**config.mk**
```make
export PLATFORM = sky130hd
export DESIGN_NAME = ucb1_divu
export DESIGN_NICKNAME = d
export VERILOG_FILES = /design/src/rtl/ucb1_divu.sv
export SDC_FILE = /design/constraint.sdc
export NUM_CORES = 1
export LEC_CHECK = 0
export ABC_AREA = 1
export BUFFER_PORTS_ARGS = -buffer_cell sky130_fd_sc_hd__clkbuf_2
export CAP_MARGIN = 20
export CORE_MARGIN = 2
export CORE_UTILIZATION = 54
export DETAILED_ROUTE_END_ITERATION = 10
export MAX_ROUTING_LAYER = met4
export PLACE_DENSITY = 0.87
export RECOVER_POWER = 100
export SETUP_SLACK_MARGIN = 0.15
export SKIP_LAST_GASP = 1
export SLEW_MARGIN = 15
export SYNTH_ARGS = -nofsm -noshare
export SYNTH_HDL_FRONTEND = slang
export SYNTH_SLANG_ARGS = --single-unit
```
**constraint.sdc**
```tcl
create_clock -name i_clk -period 3.65 [get_ports i_clk]
set_input_delay 0.73 -clock i_clk [delete_from_list [all_inputs] [get_ports i_clk]]
set_output_delay 0.73 -clock i_clk [all_outputs]
set_load 0.03 [all_outputs]
```
**src/rtl/ucb1_divu.sv**
```systemverilog
// ---------------------------------------------------------------------------
// ucb1_divu
// Radix-2 restoring divider, one quotient bit per cycle.
// ---------------------------------------------------------------------------
module ucb1_divu #(
    parameter int unsigned NW = 48,
    parameter int unsigned DW = 16
) (
    input  logic          i_clk,
    input  logic          i_rst_n,
    input  logic          i_start,
    input  logic [NW-1:0] i_num,
    input  logic [DW-1:0] i_den,
    output logic          o_done,
    output logic [NW-1:0] o_quo
);
    localparam int unsigned CW = $clog2(NW + 1);

    logic [NW-1:0] r_q;
    logic [DW:0]   r_rem;
    logic [DW-1:0] r_den;
    logic [CW-1:0] r_cnt;
    logic          r_busy;
    logic          r_done;
    logic [DW:0]   n_sh;

    assign n_sh   = {r_rem[DW-1:0], r_q[NW-1]};
    assign o_done = r_done;
    assign o_quo  = r_q;

    always_ff @(posedge i_clk) begin
        if (!i_rst_n) begin
            r_busy <= 1'b0;
            r_done <= 1'b0;
        end else begin
            r_done <= 1'b0;
            if (i_start) begin
                r_busy <= 1'b1;
                r_q    <= i_num;
                r_den  <= i_den;
                r_rem  <= '0;
                r_cnt  <= CW'(NW);
            end else if (r_busy) begin
                if (n_sh >= {1'b0, r_den}) begin
                    r_rem <= n_sh - {1'b0, r_den};
                    r_q   <= {r_q[NW-2:0], 1'b1};
                end else begin
                    r_rem <= n_sh;
                    r_q   <= {r_q[NW-2:0], 1'b0};
                end
                r_cnt <= r_cnt - 1'b1;
                if (r_cnt == CW'(1)) begin
                    r_busy <= 1'b0;
                    r_done <= 1'b1;
                end
            end
        end
    end
endmodule

```
After elaboration in Yosys (flattened, before gate mapping):

Index checks and enable logic that the tools add are counted.

* flip-flop bits (word level): 88
* bits in latches: 0
* RAM bits: 0
* memory bits (read-only): 0
* output and inout bits: 49
* memories kept: 0

* add/subtract/negate cells: 2
* multiply operators: 0
* div/mod/pow operators: 0
* $lt $le $gt $ge: 1
* equal/unequal tests: 1
* shifts and indexed selects: 0
* mux-type cells: 10
* bitwise logic cells: 2
* reduce and logical (&&, ||, !) cells: 4

Operators with widths (count)
* two-way mux 48 bit: 2
* two-way mux 16 bit: 2
* greater-or-equal comparator 17 x 16 -> 1 bit: 1
* subtractor 16 bit: 1
* == test 6 x 1 -> 1 bit (second input constant): 1
* two-way mux 6 bit: 1
* subtractor 6 x 1 -> 6 bit (second input constant): 1
* two-way mux 1 bit: 5
* AND reduction 2 bit: 2
* OR reduction 3 bit: 1
* NOT 1 bit: 2
* nonzero test 2 bit: 1

Logic depth before layout (Yosys ltp):

Gate-level depths: netlist (run 1).

* depth after elaboration: 4
* depth in mapped cells: 14
* gate-level depth less buffers: 14

Least setup slack after synthesis (run 1):

Ideal clock, no wire load.

* path type: input port to flip-flop
* start point: input port i_start
* end point: register r_q[0] (netlist: o_quo[0]) (enable)
* setup time: 0.431 ns
* arrival time: 2.603 ns
* data required time: 3.219 ns
* setup slack: 0.616 ns
* cell stages on the path: 3
* buffers on the path: 1
* cell sequence: clkbuf_1 > nand2_1 > nand2_1

* cells in the longest elaborated chain, start to end: 2

Ends and longest elaborated chain
* start: declaration: line 11 `input logic i_start,`
* nonzero test 2 bit (no line)
* AND reduction 2 bit (no line)
* end signal: assignment: line 39 `r_q <= i_num;`
* end signal: assignment: line 46 `r_q <= {r_q[NW-2:0], 1'b1};`
* end signal: assignment: line 49 `r_q <= {r_q[NW-2:0], 1'b0};`
* end: declaration: line 19 `logic [NW-1:0] r_q;`

Every way passes these cells.
A chain may end at the register's enable or synchronous reset.

Final worst setup path (run 1):

* start point: input port i_start
* end point: register r_q[29] (netlist: o_quo[29]) (enable)

Same word-level chain as after synthesis.

==> results of run 1 <==
## path summary, 6_finish.rpt
kind	start	end	slack, ns
worst max-delay path	i_start	o_quo[29]$_DFFE_PP_	0.83
worst min-delay path	r_busy$_SDFF_PN0_	o_done$_SDFF_PP0_	0.50
worst max register to register	r_rem[11]$_SDFFCE_PP0P_	o_quo[0]$_DFFE_PP_	1.29
worst min register to register	r_busy$_SDFF_PN0_	o_done$_SDFF_PP0_	0.50
## area by class of cell
class / instances / area share (%)
sequential: 88 / 46.12
tap: 108 / 2.376
multi-input combinational: 400 / 33.14
timing repair buffer: 118 / 9.637
clock inverter: 6 / 1.606
clock buffer: 10 / 2.244
inverter: 74 / 4.884
## worst reg2reg max path, delay by kind of cell (launching register included)
family	cells	cell delay, ns
AND/OR/NAND/NOR	7	0.96
buffers and inverters	2	0.27
AO/OA/AOI/OAI	1	0.08
adder cells (fa/ha/maj)	1	0.39
flip-flops	1	0.40
## layer usage
layer  part of all wire (%)  track usage, %  up-vias
li1                       -               -     2045
met1                     41           29.91     1927
met4                    1.8           9.273        0
met5                      0               -        -
met3                    7.4           4.287       20
met2                     49           38.57      181
## power breakdown
| part | switching [uW] | internal [uW] |
|---|---|---|
| logic | 494 | 231 |
| clock network | 371 | 390 |
| registers | 51.6 | 1230 |
| total | 916 | 1860 |
## placed cells by master, fill, tap and decap left out, types with 5 or more instances in the layout
cell,Yosys,final
sky130_fd_sc_hd__nor2_1,47,47
sky130_fd_sc_hd__inv_2,7,7
sky130_fd_sc_hd__clkbuf_2,0,65
sky130_fd_sc_hd__nand2_1,258,258
sky130_fd_sc_hd__a21oi_1,9,9
sky130_fd_sc_hd__nand3b_1,11,11
sky130_fd_sc_hd__ha_1,18,18
sky130_fd_sc_hd__nand4_1,5,5
sky130_fd_sc_hd__nand3_1,17,17
sky130_fd_sc_hd__clkbuf_8,1,9
sky130_fd_sc_hd__edfxtp_1,86,86
sky130_fd_sc_hd__inv_1,67,66
sky130_fd_sc_hd__clkbuf_1,5,51
sky130_fd_sc_hd__xor2_1,6,6
## per-stage QoR
stage / instance area (um^2) / hold slack (ns)
6_report: 5687 / 0.4979
5_1_grt: 5687 / 0.5144
4_1_cts: 5752 / 0.5043
3_5_place_dp: 5533 / 0.5030
3_3_place_gp: 5533 / 0.5007
2_1_floorplan: 4886 / 0.4296
## logic make-up (layout without fill, tap and decap cells)
logic type,count (synthesis),count (layout)
and+or+nand+nor,362,362
buffers and inverters,90,208
DFF,88,88
adders and majority gates,19,19
AOI/OAI and AO/OA,13,13
xor gates and xnor gates,6,6
## state kept, by name, indices dropped and copies added, names as in the netlist
register	cells
o_done	1
r_rem	16
r_busy	1
o_quo	48
r_den	16
r_cnt	6
==> metrics.sh, run 1 <==
CP.BUFFERS_INVERTERS=2
CTS_REPAIR_RESIZE_COUNT=0
WORST_SKEW_PAIR.LATE_LATENCY_NS=0.37
CRIT_ARRIVAL_NS=2.87
MAXSLEWVIOLCOUNT=0
CTS_ROOT_BUFFER='sky130_fd_sc_hd__clkbuf_8'
ROUTABILITYCONGESTION=0.9530
DIE_W_UM=99.12
FLOORPLAN.CORE_AREA_UM2=8763
DIEHEIGHT_UM=99.12
FINALCLOCKSKEW_NS=0.007914
R2R_CELLS=11
NETLIST.AREA_LEADER.SHARE_PCT=52.86
GLOBALROUTEOVERFLOWTOTAL=0
CTS_NUM_SINKS=88
FMAXACHIEVABLE_MHz=355.0
SYNTH_SEQ_CELLS=88
CLK_TRANSITION_REPORTED_PATHS_NS=0.09
ANTENNA_CELLS=0
DETAILEDROUTE.FIRSTITERATIONVIOLATIONS=285
TRITONCTS_CLOCK_TREE='built'
POST_SYNTH_NUM_CELL_TYPES=33
P_LEAK_uW=0.002815
GRT_UTIL_ALL_LAYERS_PCT=23.77
CLK_PATH_BUF_DEPTH=2
WORSTSETUPPATHTYPE='input pin to register'
MIN_PERIOD_OVER_PERIOD_PCT=77.17
YOSYS_WARNINGS=0
WL_MM=11.05
AREA_GROWTH_SYN_TO_LAYOUT_PCT=16.39
ANTENNA_VIOLATIONS_BEFORE_REPAIR=0
FIN_CELLS=804
START_UTIL_PCT=55.75
WORST_HOLD_DEPTH=2
SYN_INST=578
SYNTHESIS.AREA_UM2=4886
DOMINANTREGCELLSYNTH='sky130_fd_sc_hd__edfxtp_1'
CTS_POST_SETUP_BUFFERS_INSERTED=0
WORSTHOLDPATHTYPE='register to register'
PATH_DELAY_FAMILY='buffers and inverters'
CRITPATHREQUIREDTIME_NS=3.70
TOTAL_POWER_uW=2772
POST_SYNTH_MOST_FREQUENT_CELLS='sky130_fd_sc_hd__nand2_1, sky130_fd_sc_hd__edfxtp_1, sky130_fd_sc_hd__inv_1'
SYNTH.NET_COUNT=664
POSTLAYOUTSETUPSLACKWORST_NS=0.8332
POWER_DENSITY_nW_PER_UM2=487.4
SETUP-VIOLATIONS-FINAL=0
YOSYS.AREA_SHARE.XOR_XNOR_PCT=1.076
STATUS='complete, no violations'
CRIT_PATH_CELL_TRACE='clkbuf_1 -> nand2_1 -> nand2_1 -> buf_12'
PATH_MAX_FANOUT=48
YOSYS-MUX-AREA-FRACTION_PCT=0
DRIVE_ABOVE_1_SHARE_PCT=15.37
NNETSFINAL=777
SETUP.WORST_PATH.START_CLASS='input pin'
COUNT_OF_BUFFERS_INSERTED_AT_THE_TOP_LEVEL_PORTS=115
FINAL-SEQ-AREA_UM2=2623
SYNTH.YOSYS.SEQ_AREA_SHARE_PCT=53.67
SYN_AREA_PER_CELL_UM2=8.453
HTREEDEPTH=3
SYNTH_COMPOUND_AREA_SHARE_PCT=1.383
CRITPATHMOSTFREQUENTCELL='sky130_fd_sc_hd__nand2_1'
SYNTH.AREA.TOP_CELLS='sky130_fd_sc_hd__edfxtp_1, sky130_fd_sc_hd__nand2_1, sky130_fd_sc_hd__inv_1, sky130_fd_sc_hd__ha_1, sky130_fd_sc_hd__nor2_1'
CRITICAL_PATH.SLOWEST_CELL='sky130_fd_sc_hd__nand2_1'
PERIOD_NEEDED_NS=2.817
CAP_VIOLATIONS=0
FILLER_CELLS_INSERTED=736
MULTI_INPUT_AREA_UM2=1884
ROWS=34
PLACEMENT.SETUP.WORST_SLACK_NS=1.148
DPL.HPWL_MM=8.074
SYNTH-EDFF-COUNT=86
POWER.IR.VDD_WORST_V=0.0003035
YOSYSTOPAREACELL='sky130_fd_sc_hd__edfxtp_1'
YS_ASYNC_SR_FRACTION_PCT=0
DRCVIOLATIONCOUNT=0
FINISH.UTILIZATION_PCT=64.89
CRIT_PATH_END_KIND='register'
YOSYS.AREA_SHARE.SIMPLE_PCT=31.09
DIE_AR_UM2=9825
YOSYS.AREA_SHARE.ADDER_PCT=5.019
VIAS_IN_THE_FIRST_GLOBAL_ROUTE=4013
SLEW_HEADROOM_PCT=27.93
TIGHTESTPINTRANSITION_NS=1.079
SETUP-TNS-FINAL_NS=0
DRT_PASS1_ITERATIONS=5
DETAIL_ROUTE.VIAS_PER_CELL=5.190
HOLD_VIOL=0
GRT_MAX_DEGREE=52
VIA_COUNT=4173
WORST_PATH_LARGEST_CELL_DELAY_NS=0.84
ROUTE.ANTENNA.REMAINING_NETS=0
CTS_HOLD_REPAIR.BUFFERS=0
NUMPLACEDINSTANCES=788
SETUP_REPAIR_AFTER_GLOBAL_ROUTING_MISSED_ITS_MARGIN='false'
YOSYSMOSTFREQUENTCELL='sky130_fd_sc_hd__nand2_1'
CP_NUM_CELLS=4
PIN_COUNT=116
GRT_FIRST_PASS_WIRELENGTH_MM=18.13
ROUTED_WIRE_LENGTH_PER_INSTANCE_UM=13.75
TRITONCTS.NUM_BUFFERS=9
SYNTH_TOP_FAMILY_BY_AREA='simple AND/OR/NAND/NOR gates'
Power figures use the tool's default switching activity.
==> run 2, diff against run 1 <==
Settings changed: ABC_AREA 1 to 0, CORE_UTILIZATION 54 to 53.
Clock period 3.65 ns to 2.6 ns, I/O delays scaled along.
==> run 2 against run 1 <==
Against the previous run:
- the flow now finishes with violations (max-capacitance violations, max-slew violations)
- sequential cell count is the same
- power increased by 34%
- synthesized area is 6.3% lower
- largest cell class unchanged
- largest power group unchanged
==> metrics.sh, run 2 <==
DRIVE_ABOVE_1_SHARE_PCT=35.99
TOTAL_POWER_uW=3714
ROUTED_WIRE_LENGTH_PER_INSTANCE_UM=17.31
SYN_AREA_PER_CELL_UM2=13.08
CTS_ROOT_BUFFER='sky130_fd_sc_hd__clkbuf_8'
SYNTH.AREA.TOP_CELLS='sky130_fd_sc_hd__edfxtp_1, sky130_fd_sc_hd__mux2_2, sky130_fd_sc_hd__ha_1, sky130_fd_sc_hd__a21oi_1, sky130_fd_sc_hd__inv_1'
SYNTHESIS.AREA_UM2=4577
CAP_VIOLATIONS=1
VIA_COUNT=3389
DETAIL_ROUTE.VIAS_PER_CELL=5.705
CRIT_PATH_END_KIND='register'
P_LEAK_uW=0.002191
COUNT_OF_BUFFERS_INSERTED_AT_THE_TOP_LEVEL_PORTS=115
TRITONCTS.NUM_BUFFERS=9
POST_SYNTH_MOST_FREQUENT_CELLS='sky130_fd_sc_hd__edfxtp_1, sky130_fd_sc_hd__mux2_2, sky130_fd_sc_hd__inv_1'
DRT_PASS1_ITERATIONS=5
ROUTABILITYCONGESTION=0.9537
DOMINANTREGCELLSYNTH='sky130_fd_sc_hd__edfxtp_1'
AREA_GROWTH_SYN_TO_LAYOUT_PCT=23.02
LARGEST_REGISTER_FFS=48
SYNTH.YOSYS.SEQ_AREA_SHARE_PCT=57.30
CRITICAL_PATH.SLOWEST_CELL='sky130_fd_sc_hd__a2111o_1'
SETUP_REPAIR_AFTER_GLOBAL_ROUTING_MISSED_ITS_MARGIN='true'
SETUP-VIOLATIONS-FINAL=0
R2R_CELLS=8
FILLER_CELLS_INSERTED=612
YOSYS_WARNINGS=0
FINAL-SEQ-AREA_UM2=2623
CRIT_ARRIVAL_NS=2.55
POWER.IR.VDD_WORST_V=0.0004467
CRITPATHREQUIREDTIME_NS=2.68
GRT_UTIL_ALL_LAYERS_PCT=22.24
CLK_PATH_BUF_DEPTH=2
CTS_NUM_SINKS=88
MOSTFREQUENTLAYOUTCELLS='sky130_fd_sc_hd__edfxtp_1, sky130_fd_sc_hd__clkbuf_2, sky130_fd_sc_hd__clkbuf_1'
DIEHEIGHT_UM=96.93
ROUTE.ANTENNA.REMAINING_NETS=0
GLOBALROUTEOVERFLOWTOTAL=0
PIN_COUNT=116
YOSYSTOPAREACELL='sky130_fd_sc_hd__edfxtp_1'
DETAILEDROUTE.FIRSTITERATIONVIOLATIONS=257
POST_SYNTH_NUM_CELL_TYPES=52
NETLIST.AREA_LEADER.SHARE_PCT=56.42
NNETSFINAL=570
YS_ASYNC_SR_FRACTION_PCT=0
HOLD_PATH.STARTPOINT='i_den[3]'
HTREEDEPTH=3
PATH_MAX_FANOUT=7
POWER_DENSITY_nW_PER_UM2=659.6
SYNTH-EDFF-COUNT=86
STATUS='complete, but fails checks'
SLEW_HEADROOM_PCT=-5.929
CLK_TRANSITION_REPORTED_PATHS_NS=0.09
FINALCLOCKSKEW_NS=0.01254
TIGHTESTPINTRANSITION_NS=1.589
MOST_FREQUENT_STANDARD_CELL_IN_THE_LAYOUT_EXCLUDING_FILL_AND_TAP_CELLS='sky130_fd_sc_hd__edfxtp_1'
FMAXACHIEVABLE_MHz=404.8
FINISH.UTILIZATION_PCT=67.84
CTS_HOLD_REPAIR.BUFFERS=0
REGTOREGSETUPSLACK_NS=0.13
VIAS_IN_THE_FIRST_GLOBAL_ROUTE=3396
WORST_SKEW_PAIR.LATE_LATENCY_NS=0.36
START_UTIL_PCT=55.15
MULTI_INPUT_AREA_UM2=1903
TRITONCTS_CLOCK_TREE='built'
GRT_FIRST_PASS_WIRELENGTH_MM=16.24
PERIOD_NEEDED_NS=2.470
CRIT_PATH_CELL_TRACE='ha_2 -> nand4_1 -> a2111o_1 -> a31oi_4 -> buf_12 -> buf_4 -> nand2b_1 -> a21oi_1'
GRT_MAX_DEGREE=72
SYNTH.NET_COUNT=436
SYN_INST=350
HOLD_END='r_den[3]$_DFFE_PP_'
MAXSLEWVIOLCOUNT=72
WORST_HOLD_DEPTH=1
MIN_PERIOD_OVER_PERIOD_PCT=95.00
REGTOREGENDPOINT='r_rem[10]$_SDFFCE_PP0P_'
WORST_PATH_LARGEST_CELL_DELAY_NS=0.50
YOSYSMOSTFREQUENTCELL='sky130_fd_sc_hd__edfxtp_1'
ANTENNA_VIOLATIONS_BEFORE_REPAIR=0
TIMING.RR.START='r_rem[11]$_SDFFCE_PP0P_'
DPL.HPWL_MM=7.177
DRCVIOLATIONCOUNT=0
FAILED_CHECKS='max-capacitance violations, max-slew violations'
FLOORPLAN.CORE_AREA_UM2=8299
SETUP.WORST_PATH.START_CLASS='register'
DIE_W_UM=96.93
ANTENNA_CELLS=0
WL_MM=10.28
WORSTHOLDPATHTYPE='input pin to register'
DIE_AR_UM2=9395
HOLD_WS_NS=0.3328
HOLD_VIOL=0
WORSTSETUPPATHTYPE='register to register'
SYNTH_SEQ_CELLS=88
ROWS=33
SETUP-TNS-FINAL_NS=0
run 2: changes by cell type in the layout (fill, tap and decap cells not counted), sizes merged, moves of 9 or more:
cell | before | now
o21ai | 3 | 12
nand2 | 264 | 13
nand2b | 0 | 10
nand3 | 20 | 6
a21oi | 9 | 18
inv | 74 | 25
nor2 | 52 | 22
buf | 3 | 18
nand3b | 11 | 1
mux2 | 0 | 48
run 2: critical path: cells and delay by family, from the launching register on:
family	cells	cell delay, ns
AO/OA/AOI/OAI	3	0.81
adder cells (fa/ha/maj)	1	0.40
buffers and inverters	2	0.27
flip-flops	1	0.41
AND/OR/NAND/NOR	2	0.30
run 2: per-layer routing:
metal | vias to the layer above | share of wire, % | global-route usage, %
met5 | - | 0 | -
met4 | 0 | 1.9 | 8.884
met3 | 17 | 6.3 | 4.046
met2 | 150 | 51 | 35.31
met1 | 1635 | 41 | 28.52
li1 | 1587 | - | -
run 2: cells by family (layout without fill, tap and decap cells):
kind of cell,after synthesis,in the layout,synth area share [%]
buf+inv,36,175,3.335
flops,88,88,57.30
xor+xnor,9,9,1.722
mux,53,53,12.90
compound gates,64,64,10.20
simple gates,81,81,9.186
fa+ha+maj,19,19,5.358
run 2: cell type report:
class,instances,area share [%]
Sequential cell,88,46.58
Multi-Input combinational cell,226,33.80
Timing Repair Buffer,136,12.29
Tap cell,105,2.333
Clock buffer,10,2.267
Inverter,23,1.533
Clock inverter,6,1.200
run 2: per-stage QoR:
step	instances	worst slack, ns	cell area [um^2]
after floorplan	350	0.1335	4581
after global placement	569	0.1659	5349
after detailed placement	569	0.06066	5349
after CTS	592	0.1590	5618
after global routing	594	0.05148	5630
final	594	0.1299	5630
run 2: where the power goes:
part	leakage (uW)	switching [uW]	internal (uW)	total, uW
sequential	0.000836	59.0	1700	1760
clock	0.0000933	515	450	965
combinational	0.00126	556	432	988
total	0.00219	1130	2580	3710
run 2: what timing repair did:
| item | CTS | global route |
|---|---|---|
| resized for setup | 7 | 17 |
| buffers inserted | 7 | 2 |
| cloned | 0 | 0 |
| hold endpoints to repair | 0 | 0 |
| pin swaps | 4 | 11 |
| endpoints found under the setup margin | 11 | 16 |
run 2: how the worst max path moves through the flow:
| stage | startpoint | end | slack (ns) | cells after the start |
|---|---|---|---|---|
| 2_1_floorplan | o_quo[47]$_DFFE_PP_ | r_rem[2]$_SDFFCE_PP0P_ | 0.13 | 9 |
| 3_3_place_gp | r_rem[3]$_SDFFCE_PP0P_ | r_rem[6]$_SDFFCE_PP0P_ | 0.17 | 8 |
| 3_5_place_dp | r_rem[6]$_SDFFCE_PP0P_ | r_rem[2]$_SDFFCE_PP0P_ | 0.06 | 8 |
| 4_1_cts | o_quo[47]$_DFFE_PP_ | r_rem[14]$_SDFFCE_PP0P_ | 0.16 | 9 |
| 5_1_grt | o_quo[47]$_DFFE_PP_ | r_rem[10]$_SDFFCE_PP0P_ | 0.05 | 10 |
| 6_report | r_rem[11]$_SDFFCE_PP0P_ | r_rem[10]$_SDFFCE_PP0P_ | 0.13 | 8 |
